[config.mk]
export PLATFORM = sky130hd
export DESIGN_NAME = kab_mac
export DESIGN_NICKNAME = d
export VERILOG_FILES = /design/src/hw/rtl/kalman_angle_bias_filter_macros.svh /design/src/hw/rtl/kab_pkg.sv /design/src/hw/rtl/kab_mac.sv
export SDC_FILE = /design/constraint.sdc
export NUM_CORES = 2
export LEC_CHECK = 0
export BUFFER_PORTS_ARGS = -buffer_cell sky130_fd_sc_hd__buf_4
export CAP_MARGIN = 20
export CORE_UTILIZATION = 53
export DETAILED_ROUTE_END_ITERATION = 12
export PLACE_DENSITY = 0.7
export RECOVER_POWER = 25
export SETUP_SLACK_MARGIN = 0.05
export SYNTH_ARGS = -nofsm -noshare
export SYNTH_HDL_FRONTEND = slang
export SYNTH_SLANG_ARGS = --single-unit
[constraint.sdc]
create_clock -name clk -period 11.11 [get_ports clk]
set_input_delay 2.222 -clock clk [delete_from_list [all_inputs] [get_ports clk]]
set_output_delay 2.222 -clock clk [all_outputs]
set_load 0.03 [all_outputs]
[src/hw/rtl/kalman_angle_bias_filter_macros.svh]
// Assertion macros for the angle/bias filter RTL.
// Expects a clock named clk and an active-low reset named arst_n in the calling scope.
`ifndef KALMAN_ANGLE_BIAS_FILTER_MACROS_SVH
`define KALMAN_ANGLE_BIAS_FILTER_MACROS_SVH

// Same-cycle implication, disabled while in reset
`define KAB_ASSERT_IMP(label, ante, cons, msg) \
	label: assert property (@(posedge clk) disable iff (!arst_n) (ante) |-> (cons)) \
		else $error(msg);

// Next-cycle implication, disabled while in reset
`define KAB_ASSERT_NEXT(label, ante, cons, msg) \
	label: assert property (@(posedge clk) disable iff (!arst_n) (ante) |=> (cons)) \
		else $error(msg);

`endif

[src/hw/rtl/kab_pkg.sv]
// Shared types and constants for the angle/bias Kalman filter.
// No dependencies; imported by every module of the block.
`default_nettype none

package kab_pkg;

	// Field and datapath widths
	localparam int unsigned WORD_W    = 32;
	localparam int unsigned NOISE_W   = 31;
	localparam int unsigned DT_W      = 17;
	localparam int unsigned OPND_W    = 33;
	localparam int unsigned PROD_W    = 66;
	localparam int unsigned ACC_W     = 68;
	localparam int unsigned DELTA_W   = 42;
	localparam int unsigned SUM_W     = 43;
	localparam int unsigned REG_IDX_W = 2;

	// Product shifts: Q16.16 results and Q8.24 results
	localparam int unsigned SH_RATE = 16;
	localparam int unsigned SH_GAIN = 24;

	// Register indexes
	localparam logic [REG_IDX_W-1:0] REG_Q_ANGLE = 2'd0;
	localparam logic [REG_IDX_W-1:0] REG_Q_BIAS  = 2'd1;
	localparam logic [REG_IDX_W-1:0] REG_R_MEAS  = 2'd2;

	// Register reset values
	localparam logic [NOISE_W-1:0] Q_ANGLE_RST = 31'd16777;
	localparam logic [NOISE_W-1:0] Q_BIAS_RST  = 31'd50332;
	localparam logic [NOISE_W-1:0] R_MEAS_RST  = 31'd503316;

	// One second in unsigned Q1.16
	localparam logic [DT_W-1:0] DT_MAX = 17'd65536;

	localparam logic signed [WORD_W-1:0] WORD_MAX = 32'sh7FFF_FFFF;
	localparam logic signed [WORD_W-1:0] WORD_MIN = 32'sh8000_0000;

	typedef struct packed {
		logic signed [WORD_W-1:0] measured_angle;
		logic signed [WORD_W-1:0] gyro_rate;
		logic [DT_W-1:0]          time_step;
	} kab_in_t;

	typedef struct packed {
		logic signed [WORD_W-1:0] filtered_angle;
		logic signed [WORD_W-1:0] rate_bias;
	} kab_out_t;

	// Multiply-accumulate command
	typedef struct packed {
		logic valid;   // a term is issued this cycle
		logic clr;     // restart the sum from the rounding constant
		logic neg;     // subtract the product
		logic rnd24;   // round for a 24-bit shift instead of 16
	} kab_mac_op_t;

	typedef enum logic [1:0] {
		DIV_IDLE,
		DIV_RUN,
		DIV_DONE
	} kab_div_state_t;

	typedef enum logic [4:0] {
		ST_IDLE,
		ST_ANG,
		ST_T,
		ST_ANG_WB,
		ST_T_WB,
		ST_INNER2,
		ST_INNER3,
		ST_Q11,
		ST_C00_WB,
		ST_C11_WB,
		ST_DIV0,
		ST_DIV0_WAIT,
		ST_DIV1,
		ST_DIV1_WAIT,
		ST_K0_INNOV,
		ST_K1_INNOV,
		ST_ANG_CORR,
		ST_BIAS_CORR,
		ST_C10_CORR,
		ST_C11_CORR,
		ST_C00_CORR,
		ST_C01_CORR,
		ST_DONE
	} kab_state_t;

endpackage

`default_nettype wire

[src/hw/rtl/kab_mac.sv]
// Shared multiply-accumulate unit: registered 33x33 product, then a rounding accumulator.
// Depends on kab_pkg.
`default_nettype none

module kab_mac import kab_pkg::*; (
	input  wire logic                     clk,
	input  wire logic                     arst_n,
	input  wire kab_mac_op_t              op,
	input  wire logic signed [OPND_W-1:0] a,
	input  wire logic signed [OPND_W-1:0] b,
	output logic signed [ACC_W-1:0]       acc
);

	localparam logic signed [ACC_W-1:0] RND_RATE = ACC_W'(1) << (SH_RATE - 1);
	localparam logic signed [ACC_W-1:0] RND_GAIN = ACC_W'(1) << (SH_GAIN - 1);

	kab_mac_op_t               op_s1;
	logic signed [PROD_W-1:0]  prod_s1;
	logic signed [ACC_W-1:0]   acc_q;
	logic signed [ACC_W-1:0]   base;
	logic signed [ACC_W-1:0]   prod_x;

	// Stage 1: hold the command and the exact product
	always_ff @(posedge clk or negedge arst_n) begin
		if (!arst_n) begin
			op_s1 <= '0;
		end else begin
			op_s1 <= op;
		end
	end

	always_ff @(posedge clk) begin
		prod_s1 <= a * b;
	end

	// Stage 2: restart or extend the running sum
	always_comb begin
		base   = op_s1.clr ? (op_s1.rnd24 ? RND_GAIN : RND_RATE) : acc_q;
		prod_x = ACC_W'(prod_s1);
	end

	always_ff @(posedge clk) begin
		if (op_s1.valid) begin
			acc_q <= op_s1.neg ? (base - prod_x) : (base + prod_x);
		end
	end

	assign acc = acc_q;

endmodule

`default_nettype wire

Yosys cells after proc, flatten, opt, wreduce, memory -nomap -nowiden
Index checks and enable logic that the tools add are counted.
{"block": "totals", "ff_bits": 138, "in_bits": 72, "output_inout_bits": 68, "wordCells": 12}
{"block": "op_classes", "n_addsub": 2, "n_mul": 1, "n_mux": 3}
{"cell": "$mux 68", "count": 2}
{"cell": "$add 68x66->68", "count": 1}
{"cell": "$sub 68x66->68", "count": 1}
{"cell": "$mul 33x33->66", "count": 1}
{"cell": "$mux 24", "count": 1}

Logic depth before layout (Yosys ltp)
{"block": "logic_depth", "word_depth": 4, "depth_mapped": 30, "depth_no_buf": 29}

Worst setup path before layout
Ideal clock, no wire load.
{"block": "synth_timing", "path_type": "input-to-reg", "start": "in a[32]", "end": "reg prod_s1[61]", "setup_ns": 0.126, "arrival_ns": 9.739, "required_ns": 10.984, "slack_ns": 1.246, "path_stages": 28, "path_cell_list": "clkbuf_1 nand2_1 inv_1 fa_1 fa_1 fa_1 inv_1 fa_1 inv_1 fa_1 fa_1 fa_1 inv_1 fa_1 inv_1 ha_1 clkbuf_1 a21o_1 a21o_1 a21oi_1 o21a_1 o21ai_0 a21o_1 a31oi_1 o31ai_1 a21o_1 a21oi_1 xnor2_1"}
{"block": "synth_between", "elab_chain_len": 1}
{"item": "start, declared", "line": "kab_mac.sv:9", "source": "input wire logic signed [OPND_W-1:0] a,"}
{"item": "$mul 33x33->66", "line": "kab_mac.sv:33", "source": "prod_s1 <= a * b;"}
{"item": "end signal, assigned", "line": "kab_mac.sv:33"}
{"item": "end, declared", "line": "kab_mac.sv:18", "source": "logic signed [PROD_W-1:0] prod_s1;"}
No other way between the ends.
A chain may end at the register's enable or synchronous reset.

Worst setup path after layout
{"block": "layout_timing", "start": "in a[25]", "end": "reg prod_s1[61]"}
Same word-level chain as after synthesis.

==> impl_metrics.csv <==
group,metric,value,unit
drt,num_vias,34700,
synthesis,ys_top_cells_by_area,"fa_1, inv_1, ha_1",
setup_path,worstSetupStartpoint,"a[25]",
run_status,violations,"DRC, capacitance limit, slew limit",
floorplanning,die_y,303,microns
clocking,cts_hold_buf,0,
placed_design,dpl.cell_count,6262,
synthesis,synth-edff-count,68,
hold_path,min_delay_path_depth,3,
layout,fin_nets,6619,
setup_path,reg2reg_from,"op_s1[2]",
floorplanning,initial_core_util,53.8,%
synthesis,synth_cell_types,71,
synthesis,async_flop_share,2.90,%
synthesis,syn_nets,6699,
run,cap_violations,2,
hold_path,hp-class,"register to register",
timing,max_freq,0.100,GHz
synthesis,synth_area_leader_cell,"fa_1",
timing,finalHoldViolations,0,
drt,firstDrtPassIters,9,
drt,drt_iter0_drc,2624,
timing,period_share,89.8,%
floorplanning,dieArea,91500,sq um
drt,vias_per_cell,5.50,
synthesis,yosys_warnings,0,
clocking,ctsHtreeMaxLevel,4,
timing,setup_viol,0,
setup_path,start_kind,"primary input",
setup_path,crit_type,"primary input to register",
clocking,clock_sinks,138,
setup_path,reg2reg_slack,3990,ps
synthesis,syn_avg_cell_area,9.21,sq um
clocking,cts_resized,0,
floorplanning,row_count,109,
floorplanning,pin_count,140,
grt,grt_max_degree,69,
grt,grt_first_pass_wirelength,206000,microns
layout,final_cells,6300,
synthesis,netlist.area_leader.share,47.9,%
setup_path,worst-endpoint-arrival,10350,ps
clocking,cts_setup_buffers,0,
synthesis,synth_ff_type,"edfxtp_1",
drt,routedWlPerCell,20.6,microns
hold_path,hp-start,"acc[0]",
setup_path,worstSetupEndpointType,"register",
placed_design,io_buffers,139,
grt,overflow,0,
clocking,clk_latency,440,ps
layout,drive_gt1_share,4.31,%
timing,hold_slack,791,ps
floorplanning,die-width,303,microns
layout,n_fill_cell,7888,
timing,clock_skew,11.6,ps
placed_design,place_congestion,0.951,
clocking,clk_pin_slew,60,ps
clocking,cts_tree,"yes",
drt,drcViolationCount,3,
synthesis,seq_area_frac_synth,7.24,%
grt,grt_pass1_vias,37100,
timing,slew_headroom,-148,%
floorplanning,core_region_area,88900,sq um
timing,fin_crit,9980,ps
clocking,cts_made_buffers,17,
clocking,clock-root-buffer,"clkbuf_16",
clocking,cts_max_path_buffers,2,
synthesis,synth-seq-cells,138,
setup_path,r2r_cells,16,
synthesis,syn_inst,5196,
grt,grt_use_total,29.5,%
timing,setup_tns,0,ps
placed_design,dpl.hpwl,101000,microns
layout,area_growth,4.72,%
grt,antenna_found_initial,2,
run_status,status,"finished with violations",
setup_path,worstPathRequired,11470,ps
drt,wirelength,129000,microns
setup_path,worstPathMaxFanout,33,
timing,finalMaxSlewViolations,138,
timing,tightestPinTransition,3720,ps
drt,ant_nets,0,
synthesis,syn_area,47900,sq um
timing,rsz0062_at_grt,"false",
routing by layer:
metal / track usage, % / vias to the layer above / routed length [microns]
li1: - / 15300 / -
met1: 41.0 / 17600 / 54900
met2: 46.1 / 1592 / 58100
met3: 8.09 / 192 / 13700
met4: 6.86 / 2 / 2810
met5: 0 / - / 13
placed cells by master, fill, tap and decap left out, drive strengths merged, types with 10 or more instances in the layout:
| master | netlist | layout |
|---|---|---|
| nand4 | 26 | 26 |
| nand3 | 28 | 28 |
| fa | 1146 | 1146 |
| inv | 1152 | 1153 |
| nand2b | 20 | 20 |
| nor2 | 123 | 123 |
| o21ai | 81 | 81 |
| and2 | 546 | 546 |
| nor3 | 49 | 49 |
| o21bai | 18 | 18 |
| buf | 7 | 159 |
| a31oi | 27 | 27 |
| nand2 | 605 | 605 |
| o21a | 19 | 19 |
| edfxtp | 68 | 68 |
| dfxtp | 66 | 66 |
| ha | 285 | 285 |
| nor2b | 86 | 86 |
| and3 | 15 | 15 |
| a21oi | 165 | 165 |
| a31o | 10 | 10 |
| a21o | 85 | 85 |
| o211ai | 12 | 12 |
| a211oi | 12 | 12 |
| xnor2 | 148 | 148 |
| clkbuf | 253 | 28 |
| xor2 | 55 | 55 |
worst max-delay path: stages:
cell and delay (ps):
buf_4 270, and2_1 230, fa_1 530, inv_1 60, fa_1 540, inv_1 50, fa_1 510, inv_1 70
fa_1 520, inv_1 50, fa_1 480, fa_1 510, fa_1 490, inv_1 50, fa_1 590, inv_1 80
ha_1 370, a21o_1 240, a31o_2 230, a221oi_1 360, o21ai_0 120, a21oi_1 480, nor2_1 150, o2111ai_1 380
o31ai_1 240, a21o_1 220, a21oi_1 170, xnor2_1 130
synth_stat cells, types with 6 or more instances:
cell type  number
inv_1        1152
o21bai_1       18
and4_1          7
o21a_1         19
a211oi_1       12
nor2b_1        86
buf_1           6
dfxtp_1        66
a21oi_1       164
nand2_1       605
ha_1          285
and3_1         15
clkbuf_1      253
and2_1        546
nor2_1        123
xor2_1         55
a21o_1         85
o211ai_1       12
nand2b_1       20
o21ai_0        73
nor3_1         48
or3_1           8
xnor2_1       148
nor4_1          8
nand3_1        28
a31oi_1        27
fa_1         1146
nand4_1        26
edfxtp_1       68
a31o_2         10
state kept, by name, indices dropped and copies added (netlist names):
| register | count |
|---|---|
| op_s1 | 4 |
| prod_s1 | 66 |
| acc | 68 |
stage by stage:
step / setup WS (ps) / area (sq um) / utilization, %
2_1_floorplan: 1250 / 47900 / -
3_3_place_gp: 795 / 49600 / 55.7
3_5_place_dp: 782 / 49600 / 55.7
4_1_cts: 1230 / 50100 / 56.4
5_1_grt: 738 / 50100 / 56.4
6_report: 1130 / 50100 / 56.4
final cells by class:
cell class	count	area [sq um]	area share [%]
Multi-Input combinational cell	3645	39100	78.0
Tap cell	1165	1460	2.91
Sequential cell	138	3470	6.92
Antenna cell	6	15.0	0.0300
Inverter	1153	4330	8.63
Clock buffer	26	524	1.05
Clock inverter	6	35.0	0.0699
Timing Repair Buffer	161	1200	2.40
cells by family (layout without fill, tap and decap cells):
kind of cell	after synthesis	after routing	synth area share (%)
AOI/OAI and AO/OA	470	470	6.32
adders and majority gates	1431	1431	55.4
buffers and inverters	1413	1346	11.1
muxes	4	4	0.0863
other	0	6	0
DFF	138	138	7.24
and+or+nand+nor	1537	1537	16.2
xor gates and xnor gates	203	203	3.71
worst paths after layout:
path | to
worst min-delay path | acc[0]
worst max-delay path | prod_s1[61]
worst max register to register | acc[64]
max in group asynchronous | op_s1[2]
min in group asynchronous | op_s1[1]
worst min register to register | acc[0]
Power is left out: the tool's default activity adds up to more than one toggle a clock period on the data nets, which glitch-free logic cannot reach.
