### src/hw/rtl/kalman_angle_bias_filter_macros.svh
// Assertion macros for the angle/bias filter RTL.
// Expects a clock named clk and an active-low reset named arst_n in the calling scope.
`ifndef KALMAN_ANGLE_BIAS_FILTER_MACROS_SVH
`define KALMAN_ANGLE_BIAS_FILTER_MACROS_SVH

// Same-cycle implication, disabled while in reset
`define KAB_ASSERT_IMP(label, ante, cons, msg) \
	label: assert property (@(posedge clk) disable iff (!arst_n) (ante) |-> (cons)) \
		else $error(msg);

// Next-cycle implication, disabled while in reset
`define KAB_ASSERT_NEXT(label, ante, cons, msg) \
	label: assert property (@(posedge clk) disable iff (!arst_n) (ante) |=> (cons)) \
		else $error(msg);

`endif

### src/hw/rtl/kab_pkg.sv
// Shared types and constants for the angle/bias Kalman filter.
// No dependencies; imported by every module of the block.
`default_nettype none

package kab_pkg;

	// Field and datapath widths
	localparam int unsigned WORD_W    = 32;
	localparam int unsigned NOISE_W   = 31;
	localparam int unsigned DT_W      = 17;
	localparam int unsigned OPND_W    = 33;
	localparam int unsigned PROD_W    = 66;
	localparam int unsigned ACC_W     = 68;
	localparam int unsigned DELTA_W   = 42;
	localparam int unsigned SUM_W     = 43;
	localparam int unsigned REG_IDX_W = 2;

	// Product shifts: Q16.16 results and Q8.24 results
	localparam int unsigned SH_RATE = 16;
	localparam int unsigned SH_GAIN = 24;

	// Register indexes
	localparam logic [REG_IDX_W-1:0] REG_Q_ANGLE = 2'd0;
	localparam logic [REG_IDX_W-1:0] REG_Q_BIAS  = 2'd1;
	localparam logic [REG_IDX_W-1:0] REG_R_MEAS  = 2'd2;

	// Register reset values
	localparam logic [NOISE_W-1:0] Q_ANGLE_RST = 31'd16777;
	localparam logic [NOISE_W-1:0] Q_BIAS_RST  = 31'd50332;
	localparam logic [NOISE_W-1:0] R_MEAS_RST  = 31'd503316;

	// One second in unsigned Q1.16
	localparam logic [DT_W-1:0] DT_MAX = 17'd65536;

	localparam logic signed [WORD_W-1:0] WORD_MAX = 32'sh7FFF_FFFF;
	localparam logic signed [WORD_W-1:0] WORD_MIN = 32'sh8000_0000;

	typedef struct packed {
		logic signed [WORD_W-1:0] measured_angle;
		logic signed [WORD_W-1:0] gyro_rate;
		logic [DT_W-1:0]          time_step;
	} kab_in_t;

	typedef struct packed {
		logic signed [WORD_W-1:0] filtered_angle;
		logic signed [WORD_W-1:0] rate_bias;
	} kab_out_t;

	// Multiply-accumulate command
	typedef struct packed {
		logic valid;   // a term is issued this cycle
		logic clr;     // restart the sum from the rounding constant
		logic neg;     // subtract the product
		logic rnd24;   // round for a 24-bit shift instead of 16
	} kab_mac_op_t;

	typedef enum logic [1:0] {
		DIV_IDLE,
		DIV_RUN,
		DIV_DONE
	} kab_div_state_t;

	typedef enum logic [4:0] {
		ST_IDLE,
		ST_ANG,
		ST_T,
		ST_ANG_WB,
		ST_T_WB,
		ST_INNER2,
		ST_INNER3,
		ST_Q11,
		ST_C00_WB,
		ST_C11_WB,
		ST_DIV0,
		ST_DIV0_WAIT,
		ST_DIV1,
		ST_DIV1_WAIT,
		ST_K0_INNOV,
		ST_K1_INNOV,
		ST_ANG_CORR,
		ST_BIAS_CORR,
		ST_C10_CORR,
		ST_C11_CORR,
		ST_C00_CORR,
		ST_C01_CORR,
		ST_DONE
	} kab_state_t;

endpackage

`default_nettype wire

### src/hw/rtl/kab_div.sv
// Radix-4 restoring divider for the gains: (numer * 2^24) / denom, saturated to 32 bits.
// Depends on kab_pkg and the assertion macro header.
`default_nettype none
`include "kalman_angle_bias_filter_macros.svh"

module kab_div import kab_pkg::*; (
	input  wire logic                     clk,
	input  wire logic                     arst_n,
	input  wire logic                     start,
	input  wire logic signed [WORD_W-1:0] numer,
	input  wire logic [WORD_W-1:0]        denom,
	output logic                          done,
	output logic signed [WORD_W-1:0]      quot
);

	localparam int unsigned STEPS  = WORD_W / 2;
	localparam int unsigned CNT_W  = $clog2(STEPS);
	localparam int unsigned OVF_SH = WORD_W - 1 - SH_GAIN;
	localparam int unsigned CMP_W  = WORD_W + OVF_SH + 1;
	localparam logic [CNT_W-1:0] CNT_LAST = CNT_W'(STEPS - 1);

	kab_div_state_t state_q, state_d;

	logic [CNT_W-1:0]  cnt_q;
	logic [WORD_W-1:0] rem_q, low_q, q_q, den_q;
	logic              neg_q, ovf_q;

	logic [WORD_W-1:0] num_u, mag;
	logic [CMP_W-1:0]  mag_x, lim_x;
	logic              ovf;
	logic [WORD_W:0]   r1, r1s, r2, r2s;
	logic              b1, b2;

	// Magnitude and early overflow check: quotient >= 2^31 iff mag >= denom * 2^7
	always_comb begin
		num_u = numer;
		mag   = num_u[WORD_W-1] ? (~num_u + 1'b1) : num_u;
		mag_x = CMP_W'(mag);
		lim_x = CMP_W'(denom) << OVF_SH;
		ovf   = (mag_x >= lim_x);
	end

	// Two quotient bits per cycle
	always_comb begin
		r1  = {rem_q, low_q[WORD_W-1]};
		b1  = (r1 >= {1'b0, den_q});
		r1s = b1 ? (r1 - {1'b0, den_q}) : r1;
		r2  = {r1s[WORD_W-1:0], low_q[WORD_W-2]};
		b2  = (r2 >= {1'b0, den_q});
		r2s = b2 ? (r2 - {1'b0, den_q}) : r2;
	end

	// Next state
	always_comb begin
		state_d = state_q;
		case (state_q)
			DIV_IDLE: begin
				if (start) begin
					state_d = ovf ? DIV_DONE : DIV_RUN;
				end
			end
			DIV_RUN: begin
				if (cnt_q == CNT_LAST) begin
					state_d = DIV_DONE;
				end
			end
			DIV_DONE: state_d = DIV_IDLE;
			default:  state_d = DIV_IDLE;
		endcase
	end

	always_ff @(posedge clk or negedge arst_n) begin
		if (!arst_n) begin
			state_q <= DIV_IDLE;
			cnt_q   <= '0;
		end else begin
			state_q <= state_d;
			if (state_q == DIV_RUN) begin
				cnt_q <= cnt_q + 1'b1;
			end else begin
				cnt_q <= '0;
			end
		end
	end

	// Load the operands on start, then shift the remainder and quotient
	always_ff @(posedge clk) begin
		if (state_q == DIV_IDLE && start) begin
			rem_q <= mag >> (WORD_W - SH_GAIN);
			low_q <= mag << SH_GAIN;
			q_q   <= '0;
			den_q <= denom;
			neg_q <= num_u[WORD_W-1];
			ovf_q <= ovf;
		end else if (state_q == DIV_RUN) begin
			rem_q <= r2s[WORD_W-1:0];
			low_q <= low_q << 2;
			q_q   <= {q_q[WORD_W-3:0], b1, b2};
		end
	end

	// Outputs: restore the sign or saturate
	always_comb begin
		done = (state_q == DIV_DONE);
		if (ovf_q) begin
			quot = neg_q ? WORD_MIN : WORD_MAX;
		end else begin
			quot = neg_q ? (~q_q + 1'b1) : q_q;
		end
	end

	`KAB_ASSERT_IMP(a_start_when_idle, start, state_q == DIV_IDLE, "divider started while busy")
	`KAB_ASSERT_IMP(a_rem_below_den, state_q == DIV_RUN, rem_q < den_q, "remainder not below divisor")
	`KAB_ASSERT_IMP(a_quot_fits, (state_q == DIV_DONE) && !ovf_q, !q_q[WORD_W-1], "quotient overflow missed")

endmodule

`default_nettype wire

### config.mk
export PLATFORM = sky130hd
export DESIGN_NAME = kab_div
export DESIGN_NICKNAME = d
export VERILOG_FILES = /design/src/hw/rtl/kab_pkg.sv /design/src/hw/rtl/kab_div.sv
export VERILOG_INCLUDE_DIRS = /design/src /design/src/hw/rtl
export SDC_FILE = /design/constraint.sdc
export NUM_CORES = 1
export LEC_CHECK = 0
export BUFFER_PORTS_ARGS = -buffer_cell sky130_fd_sc_hd__buf_2
export CORE_UTILIZATION = 35
export CTS_CLUSTER_DIAMETER = 40
export DETAILED_ROUTE_END_ITERATION = 7
export GPL_TIMING_DRIVEN = 1
export RECOVER_POWER = 100
export SYNTH_ARGS = -nofsm -noshare
export SYNTH_HDL_FRONTEND = slang
export SYNTH_SLANG_ARGS = --single-unit
### constraint.sdc
create_clock -name clk -period 6.6 [get_ports clk]
set_input_delay 0.66 -clock clk [delete_from_list [all_inputs] [get_ports clk]]
set_output_delay 0.66 -clock clk [all_outputs]
set_load 0.03 [all_outputs]
After elaboration in Yosys (flattened, before gate mapping)
Cells that the tools add are included. Widths: inputs -> output; s select.

Output and inout port bits: 33. Memories kept: 0. Register bits: 112. Logic and storage cells: 43. Bits of input ports: 67. Latch bits: 0. Bits in writable memories: 0. Memory bits (read-only): 0.

Shifts and indexed selects: 0. Magnitude comparators: 3. Multiply operators: 0. Add/subtract/negate cells: 5. Bitwise gates (word level): 2. Divide/modulo/power cells: 0. Equality and inequality tests: 5. Mux-type cells: 15. Reduce and logical (&&, ||, !) cells: 4.

Operators with widths (number): $mux 32 (8); $ge 33x32->1 (2); $add 32x1->32 const B (2); $not 32->32 (2); $sub 32x32->32 (2); $mux 24 (2); $ge 32x39->1 (1); $mux 2 (3); $add 4x1->4 const B (1); $eq 4x4->1 const B (1); $mux 4 (1); $ne 2x2->1 const B (2); $pmux 2 s2 (1); $eq 2x1->1 const B (1); $eq 2x2->1 const B (1); $logic_not 2->1 (1); $reduce_and 2->1 (1); $reduce_bool 2->1 (1); $logic_and 1x1->1 (1).

Longest topological paths before layout
Depth after elaboration: 7. Mapped depth: 27. Mapped depth without buffers: 23.

Least setup slack after synthesis
Ideal clock, no wire load.

Path kind: register to register. Start point: reg rem_q[19]. End point: reg rem_q[1] (data pin). Path slack: 944 ps. Path buffers: 4. Arrival time: 5345 ps. Period minus slack after synthesis: 5656 ps. Cell stages (with the launch flop): 25. Path through: edfxtp_1 ha_1 and4_1 a21o_1 a21oi_1 o221a_2 nand2_1 a31oi_1 clkbuf_1 clkbuf_1 nand2_1 o21ai_0 ha_1 a211oi_1 nor2_1 o41a_1 a221oi_1 o221ai_1 o21bai_1 o211ai_1 a221oi_2 buf_4 buf_6 mux2i_1 o21ai_1.

Longest elaborated chain between the ends: 6.

Ends and longest elaborated chain: start, declared (line kab_div.sv:25) `logic [WORD_W-1:0] rem_q, low_q, q_q, den_q;`; start signal, assigned (line kab_div.sv:89) `rem_q <= mag >> (WORD_W - SH_GAIN);`; start signal, assigned (line kab_div.sv:96) `rem_q <= r2s[WORD_W-1:0];`; $ge 33x32->1 or $sub 32x32->32 (tied branches) (line kab_div.sv:46, kab_div.sv:47); $mux 32 * (line kab_div.sv:47) `r1s = b1 ? (r1 - {1'b0, den_q}) : r1;`; $sub 32x32->32 or $ge 33x32->1 (tied branches) (line kab_div.sv:50, kab_div.sv:49); $mux 32 * (line kab_div.sv:50) `r2s = b2 ? (r2 - {1'b0, den_q}) : r2;`; $mux 24 * (line kab_div.sv:95) `end else if (state_q == DIV_RUN) begin`; $mux 24 * (line kab_div.sv:88) `if (state_q == DIV_IDLE && start) begin`.

Mark *: on every way between the ends. The rest lies on a longest branch, timed or not. The select of a mux whose other input is x is not followed. A chain may end at the register's enable or synchronous reset.

Final worst setup path
Start point: reg rem_q[19]. End point: reg rem_q[14] (data pin).

The elaborated chain is that of the path after synthesis.

==> flow_metrics.py <==
metrics = {
    "grt": {
        "grt_pass1_wl_um": 46100,
        "grt_pass1_vias": 8696,
        "grtUsageTotal": 0.200,
        "grt_max_degree": 56,
        "antenna_found_initial": 1,
        "grt_overflow": 0,
    },
    "detailed_routing": {
        "avgRoutedWirePerCell_um": 17.4,
        "drt_pre_antenna_iters": 5,
        "met3_length_um": 1260,
        "met2_length_um": 13000,
        "vias": 9253,
        "wl_um": 28900,
        "met1_length_um": 13800,
        "ant_nets": 0,
        "highest_layer": "met4",
        "viasPerCell": 5.57,
        "drc": 0,
        "drtIter0Drc": 684,
    },
    "setup_path": {
        "slowest_delay_ps": 590,
        "path_buf_inv": 1,
        "critPathTopFamily": "compound AO/OA/AOI/OAI gates",
        "r2r_start": "rem_q[19]",
        "r2r_cells": 19,
        "critical_path_required_ps": 6600,
        "crit_path_start": "rem_q[19]",
        "crit_path_top_delay_cell": "nor3_1",
        "end_kind": "flip-flop",
        "start_kind": "flip-flop",
        "critical_path_peak_fanout": 26,
        "crit_arrival_ps": 6190,
        "critical_path.cell_chain": "ha_1 -> and4_1 -> or4b_1 -> o221a_2 -> nand2_1 -> a31oi_4 -> o21ai_0 -> ha_1 -> nor2b_1 -> o2111ai_1 -> a21oi_1 -> nor3_1 -> nor4_1 -> o21bai_1 -> o211ai_1 -> a221oi_4 -> buf_12 -> mux2i_1 -> a21oi_1",
        "critical_path_class": "flip-flop to flip-flop",
        "crit_cells": 19,
    },
    "timing": {
        "max_freq_ghz": 0.161,
        "fin_crit_ps": 6190,
        "hold_viol": 0,
        "setup_violations": 0,
        "rsz0062_at_grt": "no",
        "min_period_over_period": 0.938,
        "relSlewSlack": -0.721,
        "fin_setup_tns_ps": 0,
        "tightest_slew_ps": 2580,
        "timing_max_transition_violations_final": 213,
        "finalClockSkew_ps": 7.99,
    },
    "yosys": {
        "synth-seq-area-share": 0.290,
        "yosysTopAreaCellShare": 0.196,
        "synth_ff_type": "edfxtp_1",
        "synth_area_per_cell_um2": 8.43,
        "synth_edf_count": 66,
        "synth_largest_area_cell": "edfxtp_1",
        "ys_top_cells_by_area": "edfxtp_1 20%, ha_1 11%, dfxtp_1 7.9%, xnor2_1 5.1%, a21oi_1 4.5%",
        "yosysUniqueCellTypes": 82,
        "ys_ff_latch": 112,
        "synth_area_mm2": 0.0101,
        "synth-async-reset-ratio": 0.0536,
        "yosysWarnings": 0,
        "synthCells": 1202,
        "synth_nets": 1363,
    },
    "clocking": {
        "htree_levels": 3,
        "clk_latency_ps": 360,
        "clock_sinks": 112,
        "cts_buffer_depth": 2,
        "cts-root-buf": "clkbuf_16",
        "path_clk_slew_ps": 80,
        "cts_setup_buffers": 0,
        "cts-resized-gates": 0,
        "cts_inserted_buffers": 9,
        "cts_tree": "yes",
        "cts_hold_buf": 0,
    },
    "place": {
        "io_buffer_count": 99,
        "post-dp-hpwl_um": 22800,
        "place_congestion": 0.918,
        "dp.cells": 1643,
    },
    "die": {
        "die_x_um": 172,
        "pin_count": 100,
        "die_area_mm2": 0.0296,
        "die_h_um": 172,
        "coreArea_mm2": 0.0281,
        "fp-row-count": 61,
        "initial_core_util": 0.361,
    },
    "run_status": {
        "violations": "max-capacitance violations, max-slew violations",
        "status": "finished, violations left",
    },
    "layout": {
        "fill_cells": 2933,
        "drive_above_1_share": 0.0664,
        "stdcell_count": 1661,
        "area_growth_pct": 10.5,
        "final_core_util": 0.399,
        "nets": 1437,
    },
    "worst_hold_path": {
        "min_path_type": "input pin to asynchronous set/reset pin",
    },
    "flow_run": {
        "drv_cap": 5,
    },
}
## cell type report
cell class / instances / area (µm²) / area share
Clock inverter: 6 / 50.0 / 0.00447
Sequential cell: 112 / 2930 / 0.262
Antenna cell: 2 / 5.00 / 0.000447
Timing Repair Buffer: 112 / 528 / 0.0472
Tap cell: 378 / 473 / 0.0423
Inverter: 82 / 308 / 0.0275
Clock buffer: 10 / 229 / 0.0205
Multi-Input combinational cell: 959 / 6670 / 0.596
## sequential cells by signal, indices dropped and copies added (netlist names)
name / cells
den_q: 32
cnt_q: 4
q_q: 32
neg_q: 1
ovf_q: 1
low_q: 8
rem_q: 32
state_q: 2
## Yosys cell counts, drive strengths merged, types with 22 or more instances
library cell and n:
nand2 112, o21ai 95, a21oi 92, ha 92, inv 82, nor2 79
edfxtp 66, xnor2 59, dfxtp 40, clkbuf 37, xor2 37, a21o 35
a22o 28, nand3 26, mux2i 25, nor3 25, nand4 22
## final timing paths
check / to / slack, ps
setup / recovery: rem_q[14] / 410
hold / removal: cnt_q[1] / 150
setup reg to reg: rem_q[14] / 410
hold reg to reg: cnt_q[0] / 460
max in group asynchronous: cnt_q[3] / 6210
min in group clk: cnt_q[0] / 460
## cells in the final DEF, fill, tap and decap left out, types with 4 or more instances in the layout
master and instances:
o211ai_1 5, clkbuf_16 9, nor3_1 24, or2_2 4
mux2i_1 25, nor2b_1 16, nand2b_1 12, nor2_1 79
buf_4 6, mux2_2 5, dfrtp_1 6, a21o_1 35
nand3_1 26, o41ai_1 8, and4_1 5, o21bai_1 8
inv_1 82, nand2_1 111, nand4_1 22, or4_1 12
a21oi_1 92, o21a_1 16, o31ai_1 20, o311ai_0 7
and2_1 10, a22o_1 28, nor4_1 10, xnor2_1 59
dfxtp_1 40, a211oi_1 9, o21ai_0 92, a31oi_1 7
ha_1 92, clkbuf_1 68, or3_1 12, xor2_1 37
edfxtp_1 66, buf_2 36
## routing by layer
layer / up-vias / GRT usage
li1: 4605 / -
met1: 4384 / 0.278
met2: 215 / 0.317
met3: 49 / 0.0231
met4: 0 / 0.0731
met5: - / 0
## metrics by stage
step / setup slack, ps / hold WS, ps / cell area, µm²
floorplan: 944 / 364 / 10100
global placement: 603 / 448 / 11000
detailed placement: 536 / 454 / 11000
CTS: 499 / 96.0 / 11300
global route: 25.2 / 164 / 11200
finish: 407 / 152 / 11200
## logic make-up after synthesis
group                    count (synthesis)  synth area share
AO/OA/AOI/OAI                          373             0.242
buffers and inverters                  131            0.0539
adder cells (fa/ha/maj)                 94             0.118
AND/OR/NAND/NOR                        366             0.183
XOR/XNOR                                96            0.0830
flip-flops                             112             0.290
multiplexers                            30            0.0303
Power is not shown: default switching activity piles up to over one toggle a cycle in this logic, so the estimate is an artifact.
